`src/hw/rtl/cfr_pkg.sv`:
```
// ----------------------------------------------------------------------------
// cfr_pkg
// Constants and types shared by the checksummed frame receiver modules.
// ----------------------------------------------------------------------------
`default_nettype none

package cfr_pkg;

    localparam int MAX_FRAME = 64;
    localparam int ADDR_W    = $clog2(MAX_FRAME);
    localparam int CNT_W     = $clog2(MAX_FRAME + 1);
    localparam int BYTE_W    = 8;
    localparam int POS_W     = 6;
    localparam int FLEN_W    = 7;

    localparam logic [BYTE_W-1:0] MIN_FRAME   = 8'd5;
    localparam logic [BYTE_W:0]   MAX_FRAME_9 = 9'(MAX_FRAME);

    localparam logic [BYTE_W-1:0] FIRST_HDR_RESET  = 8'hAA;
    localparam logic [BYTE_W-1:0] SECOND_HDR_RESET = 8'h55;

    // Register index codes on the configuration port.
    localparam logic REG_FIRST_HDR  = 1'b0;
    localparam logic REG_SECOND_HDR = 1'b1;

    typedef struct packed {
        logic              en;
        logic [ADDR_W-1:0] addr;
        logic [BYTE_W-1:0] data;
    } store_wr_t;

    typedef struct packed {
        logic              start;
        logic [ADDR_W-1:0] last_pos;
        logic [CNT_W-1:0]  length;
    } emit_req_t;

endpackage

`default_nettype wire

```
`src/hw/rtl/cfr_frame_store.sv`:
```
// ----------------------------------------------------------------------------
// cfr_frame_store
// Frame byte memory: one write port, one read port with registered data.
// ----------------------------------------------------------------------------
`default_nettype none

module cfr_frame_store (
    input  wire logic                      clk,
    input  wire cfr_pkg::store_wr_t        wr,
    input  wire logic                      rd_en,
    input  wire logic [cfr_pkg::ADDR_W-1:0] rd_addr,
    output logic [cfr_pkg::BYTE_W-1:0]     rd_data
);
    import cfr_pkg::*;

    logic [BYTE_W-1:0] mem [MAX_FRAME];
    logic [BYTE_W-1:0] rd_data_reg;

    always_ff @(posedge clk)
    begin
        if (wr.en)
        begin
            mem[wr.addr] <= wr.data;
        end
    end

    always_ff @(posedge clk)
    begin
        if (rd_en)
        begin
            rd_data_reg <= mem[rd_addr];
        end
    end

    assign rd_data = rd_data_reg;

endmodule

`default_nettype wire

```
`src/hw/rtl/cfr_hunter.sv`:
```
// ----------------------------------------------------------------------------
// cfr_hunter
// Header search, length check, running checksum and frame byte storage.
// ----------------------------------------------------------------------------
`default_nettype none

module cfr_hunter (
    input  wire logic                      clk,
    input  wire logic                      rst_n,
    input  wire logic                      accept,
    input  wire logic [cfr_pkg::BYTE_W-1:0] rx_byte,
    input  wire logic [cfr_pkg::BYTE_W-1:0] first_hdr,
    input  wire logic [cfr_pkg::BYTE_W-1:0] second_hdr,
    output cfr_pkg::store_wr_t             wr,
    output cfr_pkg::emit_req_t             req
);
    import cfr_pkg::*;

    typedef enum logic [2:0] {
        PH_HEAD1,
        PH_HEAD2,
        PH_LEN,
        PH_BODY,
        PH_CHECK
    } phase_t;

    phase_t            phase_reg, phase_next;
    logic [CNT_W-1:0]  len_reg, len_next;
    logic [CNT_W-1:0]  taken_reg, taken_next;
    logic [BYTE_W-1:0] sum_reg, sum_next;

    always_comb
    begin
        phase_next   = phase_reg;
        len_next     = len_reg;
        taken_next   = taken_reg;
        sum_next     = sum_reg;
        wr.en        = 1'b0;
        wr.addr      = taken_reg[ADDR_W-1:0];
        wr.data      = rx_byte;
        req.start    = 1'b0;
        req.last_pos = ADDR_W'(len_reg - CNT_W'(2));
        req.length   = len_reg;
        if (accept)
        begin
            unique case (phase_reg)
                PH_HEAD1:
                begin
                    if (rx_byte == first_hdr)
                    begin
                        wr.en      = 1'b1;
                        wr.addr    = '0;
                        taken_next = CNT_W'(1);
                        sum_next   = rx_byte;
                        phase_next = PH_HEAD2;
                    end
                end
                PH_HEAD2:
                begin
                    if (rx_byte == second_hdr)
                    begin
                        wr.en      = 1'b1;
                        taken_next = taken_reg + CNT_W'(1);
                        sum_next   = sum_reg + rx_byte;
                        phase_next = PH_LEN;
                    end
                    else
                    begin
                        phase_next = PH_HEAD1;
                    end
                end
                PH_LEN:
                begin
                    if (rx_byte < MIN_FRAME || {1'b0, rx_byte} > MAX_FRAME_9)
                    begin
                        phase_next = PH_HEAD1;
                    end
                    else
                    begin
                        wr.en      = 1'b1;
                        len_next   = CNT_W'(rx_byte);
                        taken_next = taken_reg + CNT_W'(1);
                        sum_next   = sum_reg + rx_byte;
                        phase_next = PH_BODY;
                    end
                end
                PH_BODY:
                begin
                    wr.en      = 1'b1;
                    taken_next = taken_reg + CNT_W'(1);
                    sum_next   = sum_reg + rx_byte;
                    // Only the checksum byte is left once taken + 1 reaches the length.
                    if (({1'b0, taken_reg} + (CNT_W+1)'(2)) >= {1'b0, len_reg})
                    begin
                        phase_next = PH_CHECK;
                    end
                end
                PH_CHECK:
                begin
                    phase_next = PH_HEAD1;
                    req.start  = (rx_byte == sum_reg);
                end
                default:
                begin
                    phase_next = PH_HEAD1;
                end
            endcase
        end
    end

    always_ff @(posedge clk or negedge rst_n)
    begin
        if (!rst_n)
        begin
            phase_reg <= PH_HEAD1;
            len_reg   <= '0;
            taken_reg <= '0;
            sum_reg   <= '0;
        end
        else
        begin
            phase_reg <= phase_next;
            len_reg   <= len_next;
            taken_reg <= taken_next;
            sum_reg   <= sum_next;
        end
    end

endmodule

`default_nettype wire

```
`src/hw/rtl/cfr_emitter.sv`:
```
// ----------------------------------------------------------------------------
// cfr_emitter
// Reads a validated frame back from the store and drives the result channel.
// ----------------------------------------------------------------------------
`default_nettype none

module cfr_emitter (
    input  wire logic                       clk,
    input  wire logic                       rst_n,
    input  wire cfr_pkg::emit_req_t         req,
    output logic                            busy,
    output logic                            rd_en,
    output logic [cfr_pkg::ADDR_W-1:0]      rd_addr,
    input  wire logic [cfr_pkg::BYTE_W-1:0] rd_data,
    output logic                            out_valid,
    input  wire logic                       out_stall,
    output logic [cfr_pkg::BYTE_W-1:0]      frame_byte,
    output logic [cfr_pkg::POS_W-1:0]       byte_position,
    output logic [cfr_pkg::FLEN_W-1:0]      frame_length,
    output logic                            last_byte
);
    import cfr_pkg::*;

    logic              busy_reg;
    logic [ADDR_W-1:0] pos_reg;
    logic [ADDR_W-1:0] last_reg;
    logic [CNT_W-1:0]  len_reg;
    logic              pend_reg;
    logic [ADDR_W-1:0] pend_pos_reg;
    logic              pend_last_reg;
    logic              ovalid_reg;
    logic [BYTE_W-1:0] obyte_reg;
    logic [POS_W-1:0]  opos_reg;
    logic [FLEN_W-1:0] olen_reg;
    logic              olast_reg;
    logic              issue;

    // One read in flight at a time; a read is issued only when the output
    // register is sure to be free when its data lands.
    assign issue   = busy_reg && !pend_reg && (!ovalid_reg || !out_stall);
    assign rd_en   = issue;
    assign rd_addr = pos_reg;
    assign busy    = busy_reg;

    always_ff @(posedge clk or negedge rst_n)
    begin
        if (!rst_n)
        begin
            busy_reg   <= 1'b0;
            pend_reg   <= 1'b0;
            ovalid_reg <= 1'b0;
        end
        else
        begin
            if (req.start)
            begin
                busy_reg <= 1'b1;
            end
            else if (issue && pos_reg == last_reg)
            begin
                busy_reg <= 1'b0;
            end
            pend_reg <= issue;
            if (pend_reg)
            begin
                ovalid_reg <= 1'b1;
            end
            else if (!out_stall)
            begin
                ovalid_reg <= 1'b0;
            end
        end
    end

    always_ff @(posedge clk)
    begin
        if (req.start)
        begin
            pos_reg  <= ADDR_W'(3);
            last_reg <= req.last_pos;
            len_reg  <= req.length;
        end
        else if (issue)
        begin
            pos_reg <= pos_reg + ADDR_W'(1);
        end
        if (issue)
        begin
            pend_pos_reg  <= pos_reg;
            pend_last_reg <= (pos_reg == last_reg);
        end
        if (pend_reg)
        begin
            obyte_reg <= rd_data;
            opos_reg  <= POS_W'(pend_pos_reg);
            olen_reg  <= FLEN_W'(len_reg);
            olast_reg <= pend_last_reg;
        end
    end

    assign out_valid     = ovalid_reg;
    assign frame_byte    = obyte_reg;
    assign byte_position = opos_reg;
    assign frame_length  = olen_reg;
    assign last_byte     = olast_reg;

endmodule

`default_nettype wire

```
`src/hw/rtl/checksummed_frame_receiver_top.sv`:
```
// ----------------------------------------------------------------------------
// checksummed_frame_receiver_top
// Serial frame receiver with header sync, length check and 8-bit checksum.
// ----------------------------------------------------------------------------
// The block takes one received byte per item and looks for a frame of the
// form first header, second header, total length, type, payload, checksum,
// where the checksum is the 8-bit wrapping sum of every earlier byte of the
// frame. Lengths below 5 or above 64 are rejected and hunting restarts, as it
// does after a wrong second header (that byte is dropped, not retried). Every
// byte of a frame up to the checksum is written into a 64-entry frame memory
// as it arrives. When the checksum byte matches, the type and payload bytes
// are read back from that memory and sent out as one item each, with their
// position, the frame length and a mark on the last one. Each result takes
// a memory read and then a load of the output register, and only one read
// is in flight at a time. The input is held stalled while a frame is read
// out, and output stalls lengthen that. A frame that fails its checksum
// gives no item.
// The header values are set through the APB port: first header at byte
// address 0 (reset 0xAA), second header at byte address 4 (reset 0x55).
// ----------------------------------------------------------------------------
`default_nettype none

module checksummed_frame_receiver_top (
    input  wire logic                       clk,
    input  wire logic                       rst_n,
    // Configuration port.
    input  wire logic                       psel,
    input  wire logic                       penable,
    input  wire logic                       pwrite,
    input  wire logic [2:0]                 paddr,
    input  wire logic [31:0]                pwdata,
    output logic [31:0]                     prdata,
    output logic                            pready,
    // Received byte channel.
    input  wire logic                       in_valid,
    output logic                            in_stall,
    input  wire logic [cfr_pkg::BYTE_W-1:0] received_byte,
    // Frame byte channel.
    output logic                            out_valid,
    input  wire logic                       out_stall,
    output logic [cfr_pkg::BYTE_W-1:0]      frame_byte,
    output logic [cfr_pkg::POS_W-1:0]       byte_position,
    output logic [cfr_pkg::FLEN_W-1:0]      frame_length,
    output logic                            last_byte
);
    import cfr_pkg::*;

    logic [BYTE_W-1:0] first_hdr_reg;
    logic [BYTE_W-1:0] second_hdr_reg;
    logic              cfg_write;
    logic              in_accept;
    logic              emit_busy;
    logic              rd_en;
    logic [ADDR_W-1:0] rd_addr;
    logic [BYTE_W-1:0] rd_data;
    store_wr_t         store_wr;
    emit_req_t         emit_req;

    // Registers sit on 4-byte boundaries; the low address bits are ignored.
    assign pready    = 1'b1;
    assign cfg_write = psel && penable && pwrite && pready;

    always_ff @(posedge clk or negedge rst_n)
    begin
        if (!rst_n)
        begin
            first_hdr_reg  <= FIRST_HDR_RESET;
            second_hdr_reg <= SECOND_HDR_RESET;
        end
        else if (cfg_write)
        begin
            unique case (paddr[2])
                REG_FIRST_HDR:  first_hdr_reg  <= pwdata[BYTE_W-1:0];
                REG_SECOND_HDR: second_hdr_reg <= pwdata[BYTE_W-1:0];
                default:        first_hdr_reg  <= first_hdr_reg;
            endcase
        end
    end

    always_comb
    begin
        unique case (paddr[2])
            REG_FIRST_HDR:  prdata = {24'd0, first_hdr_reg};
            REG_SECOND_HDR: prdata = {24'd0, second_hdr_reg};
            default:        prdata = '0;
        endcase
    end

    // The input waits while a validated frame is being read out of memory.
    // The output register decouples the two sides, so new bytes are taken
    // while the last result of a frame still waits downstream.
    assign in_stall  = emit_busy;
    assign in_accept = in_valid && !in_stall;

    cfr_hunter u_hunter (
        .clk        (clk),
        .rst_n      (rst_n),
        .accept     (in_accept),
        .rx_byte    (received_byte),
        .first_hdr  (first_hdr_reg),
        .second_hdr (second_hdr_reg),
        .wr         (store_wr),
        .req        (emit_req)
    );

    cfr_frame_store u_store (
        .clk     (clk),
        .wr      (store_wr),
        .rd_en   (rd_en),
        .rd_addr (rd_addr),
        .rd_data (rd_data)
    );

    cfr_emitter u_emitter (
        .clk           (clk),
        .rst_n         (rst_n),
        .req           (emit_req),
        .busy          (emit_busy),
        .rd_en         (rd_en),
        .rd_addr       (rd_addr),
        .rd_data       (rd_data),
        .out_valid     (out_valid),
        .out_stall     (out_stall),
        .frame_byte    (frame_byte),
        .byte_position (byte_position),
        .frame_length  (frame_length),
        .last_byte     (last_byte)
    );

endmodule

`default_nettype wire

```
`config.mk`:
```
export PLATFORM = sky130hd
export DESIGN_NAME = checksummed_frame_receiver_top
export DESIGN_NICKNAME = d
export VERILOG_FILES = /design/src/hw/rtl/cfr_pkg.sv /design/src/hw/rtl/cfr_frame_store.sv /design/src/hw/rtl/cfr_hunter.sv /design/src/hw/rtl/cfr_emitter.sv /design/src/hw/rtl/checksummed_frame_receiver_top.sv
export SDC_FILE = /design/constraint.sdc
export NUM_CORES = 1
export LEC_CHECK = 0
export BUFFER_PORTS_ARGS = -buffer_cell sky130_fd_sc_hd__buf_2
export CAP_MARGIN = 20
export CORE_AREA = 5 5 201 398
export CTS_CLUSTER_SIZE = 40
export DETAILED_ROUTE_END_ITERATION = 8
export DIE_AREA = 0 0 206 403
export SYNTH_ARGS = -nofsm -noshare
export SYNTH_HDL_FRONTEND = slang
export SYNTH_HIERARCHICAL = 1
export SYNTH_SLANG_ARGS = --single-unit
```
`constraint.sdc`:
```
create_clock -name clk -period 4.23 [get_ports clk]
set_clock_uncertainty 0.1 [all_clocks]
set_input_delay 1.269 -clock clk [delete_from_list [all_inputs] [get_ports clk]]
set_output_delay 1.269 -clock clk [all_outputs]
set_load 0.02 [all_outputs]
```
=== Word-level counts from Yosys, hierarchy flattened ===
Memory sizes are Yosys's and may differ from the RTL's. A register that Yosys moved wholly into a read port is not among the register bits.
Cells that the tools add are included.

* Memories kept: 1
* Input port bits: 50
* Word-level logic and storage cells: 90
* Output and inout port bits: 57
* RAM bits: 512
* Register bits after elaboration: 92

* Bitwise operators: 2
* Reductions and logical operators: 20
* Order comparisons: 3
* $add $sub $neg: 5
* Equality and inequality tests: 13
* Muxes and demuxes: 28

{| class="wikitable"
|+ Memory list
! name !! words !! bits a word !! read ports !! clocked after memory_dff !! wr ports !! RTL line !! text
|-
| u_store.mem || 64 || 8 || 1 || 1 || 1 || cfr_frame_store.sv:16 || <nowiki>logic [BYTE_W-1:0] mem [MAX_FRAME];</nowiki>
|}

{| class="wikitable"
|+ Operators with widths
! cell !! count
|-
| one-hot mux 32 bit (2 select lines) || 1
|-
| two-way mux 7 bit || 5
|-
| one-hot mux 8 bit (4 select lines) || 1
|-
| one-hot mux 7 bit (4 select lines) || 1
|-
| == test 8 bit || 3
|-
| two-way mux 8 bit || 3
|-
| one-hot mux 3 bit (4 select lines) || 1
|-
| two-way mux 1 bit || 10
|-
| adder 7 x 2 -> 8 bit (second input constant) || 1
|-
| adder 8 bit || 1
|-
| >= comparator 8 x 7 -> 1 bit || 1
|-
| greater-than comparator 8 x 7 -> 1 bit (second input constant) || 1
|-
| < comparator 8 x 3 -> 1 bit (second input constant) || 1
|-
| inequality test 2 x 1 -> 1 bit (second input constant) || 4
|-
| adder 7 x 1 -> 7 bit (second input constant) || 1
|-
| adder 6 x 1 -> 6 bit (second input constant) || 1
|-
| == test 3 x 2 -> 1 bit (second input constant) || 2
|-
| == test 6 bit || 1
|-
| logical AND 1 bit || 6
|-
| two-way mux 3 bit || 2
|-
| two-way mux 6 bit || 1
|-
| AND reduction 3 bit || 2
|-
| subtractor 6 x 2 -> 6 bit (second input constant) || 1
|-
| AND reduction 5 bit || 1
|-
| other kinds (12) || 19
|}

=== Longest topological paths before layout ===
Gate-level depths: netlist (run 1).

* Depth in word-level cells: 7
* Mapped depth: 12
* Mapped depth without buffers: 10

=== Modules after synthesis ===
The synthesis (run 1) kept the hierarchy.

{| class="wikitable"
|+ By module, submodules not included
! module !! cells an instance !! area an instance (µm²) !! times used !! sequential area each (µm²)
|-
| cfr_frame_store || 940 || 20246.9 || 1 || 15615.0
|-
| cfr_hunter || 251 || 2115.8 || 1 || 625.6
|-
| cfr_emitter || 92 || 1731.7 || 1 || 1456.4
|-
| checksummed_frame_receiver_top || 71 || 938.4 || 1 || 410.4
|}

=== Worst setup path after synthesis (run 1) ===
No wires, ideal clock.

* Kind: input -> register
* Start: in received_byte[5] (netlist bit)
* End: mem u_store.mem[49][0], enable pin
* Stages: 10
* Setup slack: 0.263 ns
* Required time: 3.747 ns
* Arrival time: 3.484 ns
* Setup time: 0.383 ns
* Buffers on the path: 1
* Path through: xor2_1 > nor4_1 > and3_1 > nor2b_1 > nand2_1 > and2_1 > clkbuf_1 > nor2b_1 > nand4_1 > nor3_1

{| class="wikitable"
|+ RTL lines
! what !! RTL line !! text
|-
| start: declaration || checksummed_frame_receiver_top.sv:37 || <nowiki>input wire logic [cfr_pkg::BYTE_W-1:0] received_byte,</nowiki>
|-
| end: declaration || cfr_frame_store.sv:16 ||
|}

==> results_dict.tcl, run 1 <==
set metrics [dict create \
    status "finished clean" \
    crit_arrival_ns 4.10 \
    layout_min_cycle_time_ns 3.97 \
    rows 144 \
    core_area_mm2 0.0766 \
    port_buffers 55 \
    netlist_area_mm2 0.0250 \
    p_int_uw 10100 \
    p_leak_uw 0.00995 \
    finalNetCount 1616 \
    cts.clk_slew.worst_paths_ns 0.06 \
    max-vdd-ir-drop_uv 355 \
    p_seq_share_pct 52.8 \
    endpoint_kind "register" \
    cts_resized 0 \
    grt_setup_unrepaired "false" \
    crit_type "in2reg" \
    min_from "u_emitter/pend_pos_reg[0]" \
    cp.required_ns 4.36 \
    grt_max_degree 68 \
    cts_sinks 612 \
    drv_slew 0 \
    synth_edf_count 562 \
    max_slew.worst_pin.slew_ns 1.07 \
    vias_per_cell 4.87 \
    cts_tree "done" \
    route.vias.total 12700 \
    worst_hold_path_type "reg2reg" \
    gp_congestion 0.781 \
    start_util_pct 32.7 \
    drtIter0Drc 933 \
    powerDensity_mw_per_mm2 439 \
    area_growth_pct 16.5 \
    hold_depth 0 \
    fmax_mhz 252 \
    power.share.clock_pct 41.3 \
    syn_area_per_cell_um2 18.5 \
    r2r_cells 10 \
    die-area_mm2 0.0830 \
    tns_ns 0 \
    htreeDepth 2 \
    mostFrequentLayoutCell "edfxtp_1" \
    ys_warn_count 6 \
    synthDistinctLibCells 71 \
    r2r_slack_ns 0.54 \
    track_usage_pct 13.3 \
    cp-start-kind "primary input" \
    drive_above_1_share_pct 30.5 \
    wl_per_cell_um 21.1 \
    largest_register_ffs 512 \
    fillCellCount 7017 \
    first_pass_iters 5 \
    ctsHoldBuffers 0 \
    reg2reg_to "u_store/mem[29][2]" \
    setup_violations 0 \
    grt_first_pass_wirelength_mm 83.3 \
    grt_overflow 0 \
    dieHeight_um 403 \
    pin_count 107 \
    final_cell_mix "edfxtp_1 (562), buf_4 (146), mux4_2 (126), nor2_1 (101), clkbuf_16 (58)" \
    fin_ws_ns 0.256 \
    cts_root_buffer "clkbuf_16" \
    ys.flop_type "edfxtp_1" \
    clk_path_buf_depth 3 \
    p_comb_share_pct 5.9 \
    ys_seq_area_share_pct 72.3 \
    netlist_instances 1354 \
    cap_violations 0 \
    clkLatencyLatePin_ns 0.61 \
    ys_ff_latch 612 \
    synthArstFlopShare_pct 7.19 \
    timing.final.crit_share_pct 93.9 \
    first_global_vias 13000 \
    cts_inserted_buffers 57 \
    min_to "u_emitter/byte_position[0]" \
    antenna_found_initial 0 \
    postRouteAntennaNets 0 \
    place_inst 2510 \
    top_register "u_store/mem" \
    worstReg2RegStart "first_hdr_reg[5]" \
    die_w_um 206 \
    switchingPower_uw 2760 \
    crit_fanout 8 \
    post_cts_buffers 0 \
    drcViolationCount 0 \
    instances_no_fill 2616 \
    drt-total-wl_mm 55.3 \
    relSlewSlack_pct 28.4 \
    finalHoldViolCount 0 \
    diodes 0 \
    swShare_pct 21.5 \
    place_ws_ns -0.381 \
    holdWs_ns 0.319 \
    dp_hpwl_mm 35.4 \
]
[cell usage after synthesis (all sizes together) (9+ instances only)]
cell type  number  share of area (%)
xor2           23               0.80
nand3          21               0.42
mux2i          24               0.96
nor3           17               0.34
nor4           10               0.25
mux2           49                2.2
mux4          126                 11
ha             18               0.90
nand2b         12               0.30
nor2          102                1.5
nand2          46               0.69
dfrtp          36                3.6
edfxtp        562                 67
inv            21               0.31
o21ai          23               0.46
buf            70                2.1
nor2b          21               0.52
a21oi          22               0.45
xnor2           9               0.31
clkbuf         23               0.34
[final cells by class]
type / instances / area [um^2] / area share (%)
clock buffer: 72 / 1530 / 5.26
clock inverter: 34 / 398 / 1.36
inverter: 22 / 82.6 / 0.283
multi-input combinational: 650 / 6320 / 21.7
sequential: 612 / 18100 / 62.1
tap: 1022 / 1280 / 4.38
timing repair buffer: 204 / 1430 / 4.91
[worst max-delay path by stage]
stage	cells after the start	end	slack (ns)	start
after global routing	11	u_store/mem[29][3]	0.03	received_byte[0]
after CTS	11	u_store/mem[29][2]	0.25	received_byte[5]
after detailed placement	11	u_store/mem[29][2]	-0.38	received_byte[5]
after floorplan	10	u_store/mem[49][0]	0.26	received_byte[5]
after global placement	11	u_store/mem[29][2]	-0.35	received_byte[5]
final	11	u_store/mem[29][2]	0.26	received_byte[5]
[per-layer routing]
layer	wire, um	track usage [%]
met5	0	0
met4	1020	3.06
met3	2730	1.96
met2	27300	21.6
met1	24200	19.0
[critical path, stage by stage]
cell and delay [ns]:
buf_2 0.11, xor2_1 0.15, nor4_1 0.46, buf_4 0.20, and3_1 0.17, nor2b_1 0.28
a21oi_1 0.20, nor2b_1 0.19, nand3_1 0.19, buf_4 0.21, nor2_1 0.66
[stage by stage]
step / utilization (%) / area, um^2 / total power, uW
CTS: 38.1 / 29200 / 13000
floorplan: - / 25100 / 7430
detailed placement: 35.6 / 27200 / 7650
global route: 38.1 / 29200 / 13300
global placement: 35.6 / 27200 / 7630
finish: 38.1 / 29200 / 12800
[power groups by stage]
stage               combinational, uW  clock [uW]  sequential [uW]
detailed placement                760           0             6890
CTS                               763        5430             6760
finish                            753        5290             6760
global placement                  744           0             6890
global route                      864        5670             6770
floorplan                         566           0             6870
[cell families (layout without fill, tap and decap cells)]
logic type / Yosys count / after routing / synth area share [%]
flip-flops: 612 / 612 / 72.3
AO/OA/AOI/OAI: 114 / 114 / 3.16
other: 2 / 25 / 0.0300
multiplexers: 199 / 199 / 14.5
AND/OR/NAND/NOR: 261 / 261 / 5.10
adder cells (fa/ha/maj): 19 / 19 / 0.980
buffers and inverters: 115 / 332 / 2.77
XOR/XNOR: 32 / 32 / 1.12
Power figures use the tool's default switching activity.
==> inputs of run 2 (changes only) <==
- CORE_AREA: 5 5 201 398 -> 2 2 198 395
- DIE_AREA: 0 0 206 403 -> 0 0 200 397
==> results_dict.tcl, run 2 (synthesis gave the netlist of run 1 again) <==
set metrics [dict create \
    cts.clk_slew.worst_paths_ns 0.06 \
    instances_no_fill 2607 \
    status "finished clean" \
    first_global_vias 13000 \
    clk_path_buf_depth 3 \
    layout_min_cycle_time_ns 3.99 \
    final_cell_mix "edfxtp_1 (562), buf_4 (137), mux4_2 (126), nor2_1 (101), clkbuf_16 (57)" \
    cts_inserted_buffers 56 \
    drv_slew 0 \
    drive_above_1_share_pct 30.2 \
    cp.required_ns 4.36 \
    antenna_found_initial 0 \
    drcViolationCount 0 \
    post_cts_buffers 0 \
    track_usage_pct 14.1 \
    postRouteAntennaNets 0 \
    first_pass_iters 5 \
    relSlewSlack_pct 30.8 \
    endpoint_kind "register" \
    start_util_pct 32.7 \
    grt_max_degree 69 \
    port_buffers 55 \
    core_area_mm2 0.0766 \
    crit_arrival_ns 4.11 \
    min_from "u_emitter/len_reg[6]" \
    crit_fanout 8 \
    cts_root_buffer "clkbuf_16" \
    hold_depth 0 \
    die-area_mm2 0.0794 \
    r2r_cells 11 \
    drtIter0Drc 901 \
    fin_util_pct 38.0 \
    finalHoldViolCount 0 \
    tns_ns 0 \
    max_slew.worst_pin.slew_ns 1.03 \
    clkLatencyLatePin_ns 0.62 \
    cts_tree "done" \
    gp_congestion 0.766 \
    drt-total-wl_mm 54.5 \
    crit_type "in2reg" \
    finalNetCount 1608 \
    worst_hold_path_type "reg2reg" \
    rows 144 \
    multi_input_area_mm2 0.00632 \
    largest_register_ffs 512 \
    grt_overflow 0 \
    wl_per_cell_um 20.9 \
    worstReg2RegStart "first_hdr_reg[5]" \
    cts_sinks 612 \
    max-vdd-ir-drop_uv 296 \
    holdWs_ns 0.319 \
    mostFrequentLayoutCell "edfxtp_1" \
    cap_violations 0 \
    diodes 0 \
    pin_count 107 \
    crit_path_top_delay_cell "nor2_1" \
    fmax_mhz 251 \
    dieHeight_um 397 \
    grt_first_pass_wirelength_mm 82.7 \
    cpMostUsedCell "buf_4" \
    route.vias.total 12800 \
    place_inst 2503 \
    area_growth_pct 16.2 \
    grt_setup_unrepaired "false" \
    cp_cell_sequence "buf_2 -> xor2_1 -> nor4_1 -> buf_4 -> and3_1 -> nor2b_1 -> buf_4 -> a21oi_1 -> nor2b_1 -> nand3_1 -> buf_4 -> nor2_1" \
    cts_resized 0 \
    dp_hpwl_mm 34.6 \
    vias_per_cell 4.91 \
    seqCellArea_mm2 0.0181 \
    reg2reg_to "u_store/mem[45][7]" \
    setup_violations 0 \
    fillCellCount 7013 \
    timing.final.crit_share_pct 94.3 \
    cp-start-kind "primary input" \
    min_to "u_emitter/frame_length[6]" \
    crit_path_max_incr_delay_ns 0.77 \
    powerDensity_mw_per_mm2 438 \
    die_w_um 200 \
    ctsHoldBuffers 0 \
    r2r_slack_ns 0.55 \
    top_register "u_store/mem" \
    htreeDepth 2 \
    p_leak_uw 0.00989 \
]
==> run 2: layer usage <==
layer  share of wire, %  wire length, um  global-route usage [%]  vias up
met2                 49            26900                    23.1      338
li1                   -                -                       -     5727
met5                  0                0                       0        -
met3                5.2             2820                    2.19       75
met1                 43            23500                    19.3     6668
met4                2.3             1280                    3.96        0
==> run 2: worst max-delay path by stage <==
stage | startpoint | to | slack [ns] | cells past startpoint
6_report | received_byte[5] | u_store/mem[45][7] | 0.24 | 12
3_5_place_dp | received_byte[5] | u_store/mem[45][2] | -0.36 | 12
3_3_place_gp | received_byte[5] | u_store/mem[45][2] | -0.33 | 12
2_1_floorplan | received_byte[5] | u_store/mem[49][0] | 0.26 | 10
4_1_cts | received_byte[5] | u_store/mem[45][7] | 0.29 | 12
5_1_grt | received_byte[0] | u_store/mem[45][7] | 0.04 | 12
==> run 2: through the flow <==
stage / area, um^2 / setup slack, ns / power (uW)
detailed placement: 27200 / -0.357 / 7670
global route: 29100 / 0.0384 / 13200
global placement: 27200 / -0.332 / 7660
CTS: 29100 / 0.287 / 12900
finish: 29100 / 0.242 / 12700
floorplan: 25100 / 0.263 / 7430
==> run 2: final cells by class <==
type	count	area share [%]
Clock inverter	40	1.51
Clock buffer	64	4.99
Sequential cell	612	62.3
Multi-Input combinational cell	650	21.7
Inverter	22	0.284
Tap cell	1022	4.39
Timing Repair Buffer	197	4.82
==> run 2: report_power, final <==
group	switching [uW]	leakage [uW]	total (uW)	internal [uW]
registers	78.3	0.00565	6760	6690
clock network	2240	0.000917	5210	2970
logic	460	0.00332	773	313
==> run 2: worst max-delay path: cells and delay by family <==
family	cells	cell delay, ns
AND/OR/NAND/NOR	6	1.94
XOR/XNOR	1	0.16
AO/OA/AOI/OAI	1	0.12
buffers and inverters	4	0.62
